==> config.mk <==
export PLATFORM = sky130hd
export DESIGN_NAME = uart_rx_ring_drop_newest
export DESIGN_NICKNAME = d
export VERILOG_FILES = /design/src/sv/urx_pkg.sv /design/src/sv/urx_ctrl.sv /design/src/sv/urx_dpath.sv /design/src/sv/uart_rx_ring_drop_newest.sv
export SDC_FILE = /design/constraint.sdc
export NUM_CORES = 2
export LEC_CHECK = 0
export BUFFER_PORTS_ARGS = -buffer_cell sky130_fd_sc_hd__buf_2
export CAP_MARGIN = 20
export CORE_MARGIN = 4
export CORE_UTILIZATION = 42
export DETAILED_ROUTE_END_ITERATION = 6
export SLEW_MARGIN = 10
export SYNTH_ARGS = -nofsm -noshare
export SYNTH_HDL_FRONTEND = slang
export SYNTH_SLANG_ARGS = --single-unit
==> constraint.sdc <==
create_clock -name i_clk -period 4.68 [get_ports i_clk]
set_input_delay 0.468 -clock i_clk [delete_from_list [all_inputs] [get_ports i_clk]]
set_output_delay 0.468 -clock i_clk [all_outputs]
set_load 0.01 [all_outputs]
==> src/sv/urx_pkg.sv <==
// Shared types for the receive byte ring: request codes, result codes, control bundles.
`timescale 1ns / 1ps
package urx_pkg;

    typedef enum logic [1:0] {
        REQ_BYTE     = 2'd0,
        REQ_LINE_ERR = 2'd1,
        REQ_READ     = 2'd2,
        REQ_FLUSH    = 2'd3
    } t_req;

    typedef enum logic [2:0] {
        ST_STORED    = 3'd0,
        ST_DROPPED   = 3'd1,
        ST_ERR_CNT   = 3'd2,
        ST_READ_BYTE = 3'd3,
        ST_READ_EMPTY = 3'd4,
        ST_BAD_LEN   = 3'd5,
        ST_FLUSHED   = 3'd6
    } t_status;

    typedef struct packed {
        logic capture;
        logic exec;
        logic fetch;
        logic emit;
    } t_cmd;

    typedef struct packed {
        t_req req;
        logic bad_len;
        logic empty;
        logic out_free;
        logic last_byte;
    } t_stat;

endpackage

==> src/sv/urx_ctrl.sv <==
// Sequencer for the receive byte ring: takes one item, runs it, drains reads byte by byte.
`timescale 1ns / 1ps
module urx_ctrl (
    input  logic           i_clk,
    input  logic           i_rst_n,
    input  logic           i_in_valid,
    output logic           o_in_ready,
    input  urx_pkg::t_stat i_stat,
    output urx_pkg::t_cmd  o_cmd
);
    import urx_pkg::*;

    typedef enum logic [1:0] {
        S_IDLE,
        S_EXEC,
        S_FETCH,
        S_EMIT
    } t_state;

    t_state r_state;
    t_state n_state;
    logic   read_run;

    assign read_run   = (i_stat.req == REQ_READ) && !i_stat.bad_len && !i_stat.empty;
    assign o_in_ready = (r_state == S_IDLE);

    always_comb begin
        n_state = r_state;
        o_cmd   = '0;
        unique case (r_state)
            S_IDLE: begin
                if (i_in_valid) begin
                    o_cmd.capture = 1'b1;
                    n_state       = S_EXEC;
                end
            end
            S_EXEC: begin
                if (read_run) begin
                    o_cmd.fetch = 1'b1;
                    n_state     = S_EMIT;
                end else if (i_stat.out_free) begin
                    o_cmd.exec = 1'b1;
                    n_state    = S_IDLE;
                end
            end
            S_FETCH: begin
                o_cmd.fetch = 1'b1;
                n_state     = S_EMIT;
            end
            S_EMIT: begin
                if (i_stat.out_free) begin
                    o_cmd.emit = 1'b1;
                    n_state    = i_stat.last_byte ? S_IDLE : S_FETCH;
                end
            end
            default: n_state = S_IDLE;
        endcase
    end

    always_ff @(posedge i_clk) begin
        if (!i_rst_n) begin
            r_state <= S_IDLE;
        end else begin
            r_state <= n_state;
        end
    end

endmodule

==> src/sv/urx_dpath.sv <==
// Datapath of the receive byte ring: storage, indexes, drop counter and result register.
`timescale 1ns / 1ps
module urx_dpath #(
    parameter int RING_DEPTH = 256,
    parameter int MAX_READ   = 64
) (
    input  logic              i_clk,
    input  logic              i_rst_n,
    input  urx_pkg::t_cmd     i_cmd,
    output urx_pkg::t_stat    o_stat,
    input  logic [1:0]        i_req_type,
    input  logic [7:0]        i_rx_byte,
    input  logic [7:0]        i_read_max,
    output logic              o_out_valid,
    input  logic              i_out_ready,
    output logic [2:0]        o_status,
    output logic [7:0]        o_data_byte,
    output logic              o_last,
    output logic [7:0]        o_fill_count,
    output logic [31:0]       o_drop_count
);
    import urx_pkg::*;

    localparam int AW  = $clog2(RING_DEPTH);
    localparam int FWX = (AW > 8) ? AW : 8;

    logic [7:0]    r_mem [RING_DEPTH];
    logic [7:0]    r_rdata;
    t_req          r_req;
    logic [7:0]    r_byte;
    logic [7:0]    r_rem;
    logic [AW-1:0] r_wr;
    logic [AW-1:0] r_rd;
    logic [31:0]   r_lost;
    logic          r_out_valid;
    t_status       r_status;
    logic [7:0]    r_data;
    logic          r_last;
    logic [7:0]    r_fill;

    logic [AW-1:0] n_wr;
    logic [AW-1:0] n_rd;
    logic [31:0]   n_lost;
    logic [7:0]    n_rem;
    t_status       n_status;
    logic [7:0]    n_data;
    logic          n_last;
    logic [7:0]    n_fill;
    logic          full;
    logic          empty;
    logic          bad_len;
    logic          out_free;
    logic          last_byte;
    logic          mem_we;
    logic [AW-1:0] held;
    logic [FWX-1:0] held_x;

    function automatic logic [AW-1:0] idx_inc(input logic [AW-1:0] idx);
        return (idx == AW'(RING_DEPTH - 1)) ? '0 : idx + AW'(1);
    endfunction

    assign full      = (idx_inc(r_wr) == r_rd);
    assign empty     = (r_rd == r_wr);
    assign bad_len   = (r_rem == 8'd0) || ({1'b0, r_rem} > 9'(MAX_READ));
    assign out_free  = !r_out_valid || i_out_ready;
    assign last_byte = (r_rem == 8'd1) || (idx_inc(r_rd) == r_wr);
    assign mem_we    = i_cmd.exec && (r_req == REQ_BYTE) && !full;

    assign o_stat = '{req: r_req, bad_len: bad_len, empty: empty,
                      out_free: out_free, last_byte: last_byte};

    always_comb begin
        n_wr     = r_wr;
        n_rd     = r_rd;
        n_lost   = r_lost;
        n_rem    = r_rem;
        n_status = ST_STORED;
        n_data   = 8'd0;
        n_last   = 1'b1;
        if (i_cmd.exec) begin
            case (r_req)
                REQ_BYTE: begin
                    if (full) begin
                        n_lost   = r_lost + 32'd1;
                        n_status = ST_DROPPED;
                    end else begin
                        n_wr     = idx_inc(r_wr);
                        n_status = ST_STORED;
                    end
                end
                REQ_LINE_ERR: begin
                    n_lost   = r_lost + 32'd1;
                    n_status = ST_ERR_CNT;
                end
                REQ_FLUSH: begin
                    n_wr     = '0;
                    n_rd     = '0;
                    n_lost   = 32'd0;
                    n_status = ST_FLUSHED;
                end
                default: begin
                    n_status = bad_len ? ST_BAD_LEN : ST_READ_EMPTY;
                end
            endcase
        end else if (i_cmd.emit) begin
            n_rd     = idx_inc(r_rd);
            n_rem    = r_rem - 8'd1;
            n_status = ST_READ_BYTE;
            n_data   = r_rdata;
            n_last   = last_byte;
        end
    end

    always_comb begin
        held   = (n_wr >= n_rd) ? (n_wr - n_rd) : (n_wr + AW'(RING_DEPTH) - n_rd);
        held_x = FWX'(held);
        n_fill = (held_x > FWX'(255)) ? 8'hFF : held_x[7:0];
    end

    always_ff @(posedge i_clk) begin
        if (mem_we) begin
            r_mem[r_wr] <= r_byte;
        end
        if (i_cmd.fetch) begin
            r_rdata <= r_mem[r_rd];
        end
    end

    always_ff @(posedge i_clk) begin
        if (i_cmd.capture) begin
            r_req  <= t_req'(i_req_type);
            r_byte <= i_rx_byte;
            r_rem  <= i_read_max;
        end else begin
            r_rem  <= n_rem;
        end
        if (i_cmd.exec || i_cmd.emit) begin
            r_status <= n_status;
            r_data   <= n_data;
            r_last   <= n_last;
            r_fill   <= n_fill;
        end
    end

    always_ff @(posedge i_clk) begin
        if (!i_rst_n) begin
            r_wr        <= '0;
            r_rd        <= '0;
            r_lost      <= 32'd0;
            r_out_valid <= 1'b0;
        end else begin
            r_wr   <= n_wr;
            r_rd   <= n_rd;
            r_lost <= n_lost;
            if (i_cmd.exec || i_cmd.emit) begin
                r_out_valid <= 1'b1;
            end else if (i_out_ready) begin
                r_out_valid <= 1'b0;
            end
        end
    end

    assign o_out_valid  = r_out_valid;
    assign o_status     = r_status;
    assign o_data_byte  = r_data;
    assign o_last       = r_last;
    assign o_fill_count = r_fill;
    assign o_drop_count = r_lost;

`ifndef ASSERT_OFF
    a_one_result: assert property (@(posedge i_clk) disable iff (!i_rst_n)
        !(i_cmd.exec && i_cmd.emit))
        else $error("single result and read byte loaded together");
    a_no_overwrite: assert property (@(posedge i_clk) disable iff (!i_rst_n)
        (i_cmd.exec || i_cmd.emit) |-> out_free)
        else $error("result loaded over an untaken item");
    a_emit_nonempty: assert property (@(posedge i_clk) disable iff (!i_rst_n)
        i_cmd.emit |-> !empty)
        else $error("byte drained from empty ring");
    a_lost_step: assert property (@(posedge i_clk) disable iff (!i_rst_n)
        ($past(i_rst_n) && (r_lost != $past(r_lost))) |->
        ((r_lost == $past(r_lost) + 32'd1) || (r_lost == 32'd0)))
        else $error("drop counter moved by other than one step or clear");
`endif

endmodule

==> src/sv/uart_rx_ring_drop_newest.sv <==
// Top level of the receive byte ring with drop-newest overflow and drop counter.
`timescale 1ns / 1ps
// Receive byte ring holding up to RING_DEPTH-1 bytes; a byte that arrives on a
// full ring is discarded and counted, as is a line-error item, and a flush item
// empties the ring and clears the 32-bit counter. One item is worked at a time:
// a store, drop, error, flush, bad-length or empty read loads one result, and a
// read that drains N bytes loads N results, since each byte takes a registered
// ring read and then a load of the result register. Every result load waits
// while the previous result is untaken. A new item is taken once the previous
// one has loaded its last result, even if that result still waits downstream.
// Reads longer than MAX_READ, or of zero length, return a single bad-length result.
module uart_rx_ring_drop_newest #(
    parameter int RING_DEPTH = 256,
    parameter int MAX_READ   = 64
) (
    input  logic        i_clk,
    input  logic        i_rst_n,
    input  logic        i_in_valid,
    output logic        o_in_ready,
    input  logic [1:0]  i_req_type,
    input  logic [7:0]  i_rx_byte,
    input  logic [7:0]  i_read_max,
    output logic        o_out_valid,
    input  logic        i_out_ready,
    output logic [2:0]  o_status,
    output logic [7:0]  o_data_byte,
    output logic        o_last,
    output logic [7:0]  o_fill_count,
    output logic [31:0] o_drop_count
);
    import urx_pkg::*;

    t_cmd  cmd;
    t_stat stat;

    urx_ctrl u_ctrl (
        .i_clk      (i_clk),
        .i_rst_n    (i_rst_n),
        .i_in_valid (i_in_valid),
        .o_in_ready (o_in_ready),
        .i_stat     (stat),
        .o_cmd      (cmd)
    );

    urx_dpath #(
        .RING_DEPTH (RING_DEPTH),
        .MAX_READ   (MAX_READ)
    ) u_dpath (
        .i_clk        (i_clk),
        .i_rst_n      (i_rst_n),
        .i_cmd        (cmd),
        .o_stat       (stat),
        .i_req_type   (i_req_type),
        .i_rx_byte    (i_rx_byte),
        .i_read_max   (i_read_max),
        .o_out_valid  (o_out_valid),
        .i_out_ready  (i_out_ready),
        .o_status     (o_status),
        .o_data_byte  (o_data_byte),
        .o_last       (o_last),
        .o_fill_count (o_fill_count),
        .o_drop_count (o_drop_count)
    );

endmodule
Word level (Yosys, flattened, before mapping) --
Memories as Yosys holds them, arrays and structs flattened. A register that Yosys moved wholly into a read port is not among the register bits. Cells that the tools add are included.
Storage, ports and cells: output and inout port bits 54, bits in writable memories 2048, bits of input ports 22, memories 1, register bits 89, word-level logic and storage cells 96
Memories:
- u_dpath.r_mem | words 256, bits a word 8, read ports 1, clocked after Yosys merged registers in 1, wr ports 1, line urx_dpath.sv:27 | logic [7:0] r_mem [RING_DEPTH];
Operators by class: $lt $le $gt $ge 2, bitwise operators 1, reduce and logical (&&, ||, !) cells 22, eq/ne operators 17, add/subtract/negate cells 5, mux-type cells 36
Operators by type and width (number):
- one-hot mux 32 bit (3 select lines) | 1
- two-way mux 8 bit | 10
- adder 32 x 1 -> 32 bit, second input constant | 1
- two-way mux 32 bit | 1
- == test 8 bit | 3
- adder 8 x 1 -> 8 bit, second input constant | 2
- == test 8 bit, second input constant | 2
- one-hot mux 8 bit (2 select lines) | 1
- two-way mux 1 bit | 13
- two-way mux 2 bit | 6
- one-hot mux 3 bit (3 select lines) | 1
- == test 2 bit, second input constant | 4
- == test 8 x 1 -> 1 bit, second input constant | 1
- greater-than comparator 8 x 7 -> 1 bit, second input constant | 1
- greater-than comparator 8 bit, second input constant | 1
- logical NOT 8 bit | 1
- one-hot mux 2 bit (4 select lines) | 1
- subtractor 8 x 1 -> 8 bit, second input constant | 1
- subtractor 8 bit | 1
- AND reduction 3 bit | 2
- == test 2 x 1 -> 1 bit, second input constant | 2
- logical AND 1 bit | 4
- logical NOT 1 bit | 4
- logical NOT 2 bit | 2
- other kinds (11) | 17

Depth between registers and ports, before layout --
depth after elaboration 11, mapped depth 21, depth with buffers taken out 20

Modules after synthesis --
From an unflattened synthesis, not the netlist that was laid out.
Unflattened totals: cells, all modules 3797, area, all modules 84238.3 um^2
By module, submodules not included:
- urx_dpath | instances 1, cells each 3771, area an instance 83983.0 um^2, sequential area each 63861.2 um^2
- urx_ctrl | instances 1, cells each 26, area an instance 255.2 um^2, sequential area each 40.0 um^2

Least setup slack after synthesis --
No wires, ideal clock.
path type register to register, start reg u_dpath.r_byte[0], end mem u_dpath.r_mem[0][0] (data pin), path buffers 0, library setup time 817 ps, slack 634 ps, cell stages (with the launch flop) 1, arrival 3228 ps, required time 3863 ps, clock period less this slack 4046 ps, cell sequence edfxtp_1
RTL lines:
- start, declared | line urx_dpath.sv:30 | logic [7:0] r_byte;
- start signal, assigned | line urx_dpath.sv:132 | r_byte <= i_rx_byte;
- end, declared | line urx_dpath.sv:27
Straight into the memory's write port.

Worst setup path after layout --
start reg u_dpath.r_wr[5], end reg u_dpath.r_fill[7], in the netlist u_dpath.o_fill_count[7] (data pin)
Between the ends: cells in the longest elaborated chain, start to end 8, elaborated cells between the ends (all ways) 15, classes of those cells 2 x add/sub; 1 x order compare; 3 x eq/ne; 7 x mux; 2 x reduce/logical
RTL lines:
- start, declared | line urx_dpath.sv:32 | logic [AW-1:0] r_wr;
- start signal, assigned | line urx_dpath.sv:152 | r_wr <= n_wr;
- adder 8 x 1 -> 8 bit, or another cell as far along | line urx_dpath.sv:59 | return (idx == AW'(RING_DEPTH - 1)) ? '0 : idx + AW'(1);
- two-way mux 8 bit or logical NOT 1 bit (tied branches) | line urx_dpath.sv:59, urx_ctrl.sv:24
- == test 8 bit or logical AND 1 bit (tied branches) | line urx_dpath.sv:62, urx_ctrl.sv:24
- two-way mux 8 bit or two-way mux 1 bit (tied branches) | line urx_dpath.sv:83, urx_ctrl.sv:38
- one-hot mux 8 bit (2 select lines) or two-way mux 1 bit (tied branches) | line urx_dpath.sv:81, urx_ctrl.sv:30
- two-way mux 8 bit (*) | line urx_dpath.sv:80 | if (i_cmd.exec) begin
- named net u_dpath.n_wr[1] | line urx_dpath.sv:41 | logic [AW-1:0] n_wr;
- subtractor 8 bit (*) | line urx_dpath.sv:115 | held = (n_wr >= n_rd) ? (n_wr - n_rd) : (n_wr + AW'(RING_DEPTH) - n_rd);
- named net u_dpath.held[7] | line urx_dpath.sv:55 | logic [AW-1:0] held;
- greater-than comparator 8 bit | line urx_dpath.sv:117 | n_fill = (held_x > FWX'(255)) ? 8'hFF : held_x[7:0];
- end signal, assigned | line urx_dpath.sv:141 | r_fill <= n_fill;
- end, declared | line urx_dpath.sv:39 | logic [7:0] r_fill;
The timed path passes the listed nets; every way through them passes the cells marked *. A chain may end at the register's enable or synchronous reset.

==> impl_metrics.env <==
export IMPL_status="finished, final reports clean"
export IMPL_ys_async_sr_fraction_pct=0
export IMPL_required_ns=5.25
export IMPL_gp_congestion=0.8374
export IMPL_min_path_type="input port to flop"
export IMPL_synth_edf_count=2094
export IMPL_worst_setup_path_type="flop to flop"
export IMPL_ys_flop_type="edfxtp_1"
export IMPL_grt_met3_usage_pct=3.255
export IMPL_area_growth_pct=15.00
export IMPL_grt_met2_usage_pct=30.33
export IMPL_wl_per_cell_um=27.71
export IMPL_final_cell_mix="edfxtp_1, mux4_2, nor2_1"
export IMPL_cap_violations=0
export IMPL_yosysSeqAreaShare_pct=76.04
export IMPL_cellLeakagePower_nw=29.44
export IMPL_ant_nets=0
export IMPL_p_clk_share_pct=43.9
export IMPL_crit_fanout=11
export IMPL_antenna_found_initial=15
export IMPL_die_x_um=455.3
export IMPL_critPathMaxStageDelay_ns=0.61
export IMPL_skew_ns=0.03736
export IMPL_clk_latency_ns=0.85
export IMPL_layout_nets=4218
export IMPL_power_frac_comb_pct=1.6
export IMPL_fp_coreArea_sq_um=198200
export IMPL_powerDensity_nw_per_um2=403.6
export IMPL_placementRows=163
export IMPL_syn_cell_area_sq_um=84040
export IMPL_ff2ff_path_depth=17
export IMPL_start_util_pct=42.39
export IMPL_power_internal_mw=31.25
export IMPL_cts_clk_slew_worst_paths_ns=0.07
export IMPL_grt_pass1_wl_um=284500
export IMPL_clk_path_buf_depth=3
export IMPL_placedInstanceArea_sq_um=89390
export IMPL_pwr_share_seq_pct=54.5
export IMPL_busiest_layer="met2"
export IMPL_cp_end_kind="flop"
export IMPL_die_height_um=455.3
export IMPL_cts_tree="built"
export IMPL_dr_pass1_iters=7
export IMPL_critPathArrivalTime_ns=5.00
export IMPL_first_iter_violations=4043
export IMPL_finalCritPeriodShare_pct=94.76
export IMPL_drc=0
export IMPL_maxSlewHeadroom_pct=16.31
export IMPL_whs_path_depth=3
export IMPL_ctsHtreeMaxLevel=4
export IMPL_grt_overflow_total=0
export IMPL_clock_sinks=2145
export IMPL_dp_final_hpwl_um=115300
export IMPL_drive_gt1_share_pct=31.98
export IMPL_start_kind="flop"
export IMPL_ys_ff_latch=2145
export IMPL_rsz0062_at_grt="false"
export IMPL_finalInstanceArea_sq_um=96650
export IMPL_clock_root_buffer="clkbuf_16"
export IMPL_grt_max_degree=217
export IMPL_hold_viol=0
export IMPL_fmax_mhz=225.5
export IMPL_routed_via_density=5.616
export IMPL_die_area_sq_um=207300
export IMPL_worst_pin_slew_ns=1.255
export IMPL_switching_power_mw=7.754
export IMPL_postSynthCellCount=3771
export IMPL_total_power_mw=39.01
export IMPL_swShare_pct=19.88
export IMPL_tns_ns=0
export IMPL_post_cts_buffers=0
export IMPL_io_pins=76
export IMPL_post_synth_num_cell_types=68
export IMPL_grtUsageTotal_pct=18.76
export IMPL_port_buffers=75
export IMPL_peakVddDrop_uv=381.7
export IMPL_synth_nets=3818
export IMPL_globalRouteMet1Util_pct=26.72
export IMPL_crit_chain="xor2_1 > nor4_1 > nand4_1 > a211o_1 > or2_2 > a22o_1 > ha_1 > nor2b_1 > o21ai_0 > nand2b_1 > nand2_1 > nand2_1 > a21o_1 > a21o_1 > a21oi_1 > xnor2_1 > xnor2_1"
export IMPL_final_common_cell="edfxtp_1"
export IMPL_setup_viol_count_final=0
export IMPL_grt_pass1_vias=40240
export IMPL_avgSynthCellArea_sq_um=22.29
export IMPL_wl_um=193600
export IMPL_ys_warn_count=0
export IMPL_slowest_stage="dfxtp_1"
export IMPL_finalCriticalPeriod_ns=4.435
export IMPL_cts_buffers=213
export IMPL_slew_viol_final=0
export IMPL_vias=39240
[through the flow]
step                      setup slack, ns  hold slack, ns  utilization, %  instances
final                              0.2451          0.1545           48.75       6987
after global routing              0.04499          0.1507           48.75       6986
after CTS                          0.1766         0.08228           48.74       6985
after detailed placement           0.1798          0.4651           45.09       6575
after global placement             0.1612          0.4508           45.09       6575
after floorplan                    0.6343          0.4647               -       3771
[Yosys cell counts (12+ instances only)]
cell type	number	area [sq um]
edfxtp_1	2094	62880
xnor2_1	24	210.2
nor2_1	326	1224
and2_1	18	112.6
nor2b_1	13	81.33
nand4_1	15	93.84
o21ai_0	26	130.1
dfxtp_1	51	1021
xor2_1	27	236.5
ha_1	24	300.3
nand2_1	70	262.8
nand3_1	17	85.08
clkbuf_1	121	454.2
mux4_2	680	15310
buf_2	44	220.2
a21oi_1	24	120.1
and3_1	12	75.07
inv_1	27	101.4
buf_1	42	157.7
[worst max-delay path, delay by kind of cell, from the launching register on]
| family | cells | cell delay, ns |
|---|---|---|
| DFF | 1 | 0.61 |
| adders and majority gates | 1 | 0.26 |
| AOI/OAI and AO/OA | 6 | 1.44 |
| and+or+nand+nor | 7 | 1.51 |
| xor gates and xnor gates | 3 | 0.35 |
[power by group through the flow]
stage / Clock [mW] / Sequential [mW] / Combinational, mW
floorplan: 0 / 21.9 / 0.104
global placement: 0 / 21.7 / 0.596
detailed placement: 0 / 21.7 / 0.627
CTS: 17.5 / 21.2 / 0.640
global route: 18.3 / 21.2 / 0.686
finish: 17.1 / 21.3 / 0.630
[final cells by class]
cell class                      instances  area, sq um
Multi-Input combinational cell       1389        19180
Clock inverter                        130         1409
Inverter                               28        105.1
Antenna cell                            1        2.502
Fill cell                           15890       101600
Clock buffer                          260         5622
Sequential cell                      2145        63920
Timing Repair Buffer                  394         3103
Tap cell                             2640         3303
[layer usage]
metal	share of wire [%]	wire [um]	up-vias
met5	0	0	-
met3	6.2	11960	258
li1	-	-	16600
met4	2.3	4492	0
met1	42	81150	21050
met2	50	96010	1326
[state kept, by name, indices dropped and copies added, names as in the netlist]
name                  count
u_dpath.r_mem          2048
u_dpath.o_drop_count     32
u_dpath.o_data_byte       8
u_dpath.o_fill_count      8
u_dpath.r_byte            8
u_dpath.r_rd              8
u_dpath.r_rdata           8
u_dpath.r_rem             8
u_dpath.r_wr              8
u_dpath.o_status          3
u_ctrl.r_state            2
u_dpath.r_req             2
u_dpath.o_last            1
u_dpath.o_out_valid       1
[logic make-up (layout without fill, tap and decap cells)]
kind of cell               after synthesis  in the layout  share of synthesized area, %
and+or+nand+nor                        528            528                         2.818
buffers and inverters                  237            812                         1.142
AOI/OAI and AO/OA                       98             98                        0.7802
muxes                                  687            687                         18.31
other                                    0              1                             0
DFF                                   2145           2145                         76.04
xor gates and xnor gates                51             51                        0.5315
adders and majority gates               25             25                        0.3811
[path summary, 6_finish.rpt]
check / from / endpoint / slack [ns]
max: u_dpath.r_wr[5]$_SDFF_PN0_ / u_dpath.o_fill_count[7]$_DFFE_PP_ / 0.25
min: i_out_ready / u_dpath.o_out_valid$_SDFFE_PN0P_ / 0.15
max reg2reg: u_dpath.r_wr[5]$_SDFF_PN0_ / u_dpath.o_fill_count[7]$_DFFE_PP_ / 0.25
min reg2reg: u_dpath.o_drop_count[31]$_SDFFE_PN0P_ / u_dpath.o_drop_count[31]$_SDFFE_PN0P_ / 0.48
[repair_timing]
item | CTS | global route
hold buffers | 20 | 0
endpoints found under the setup margin | 0 | 1
gates resized for setup | 0 | 2
hold endpoints to repair | 26 | 0
(Power assumes the default switching activity.)
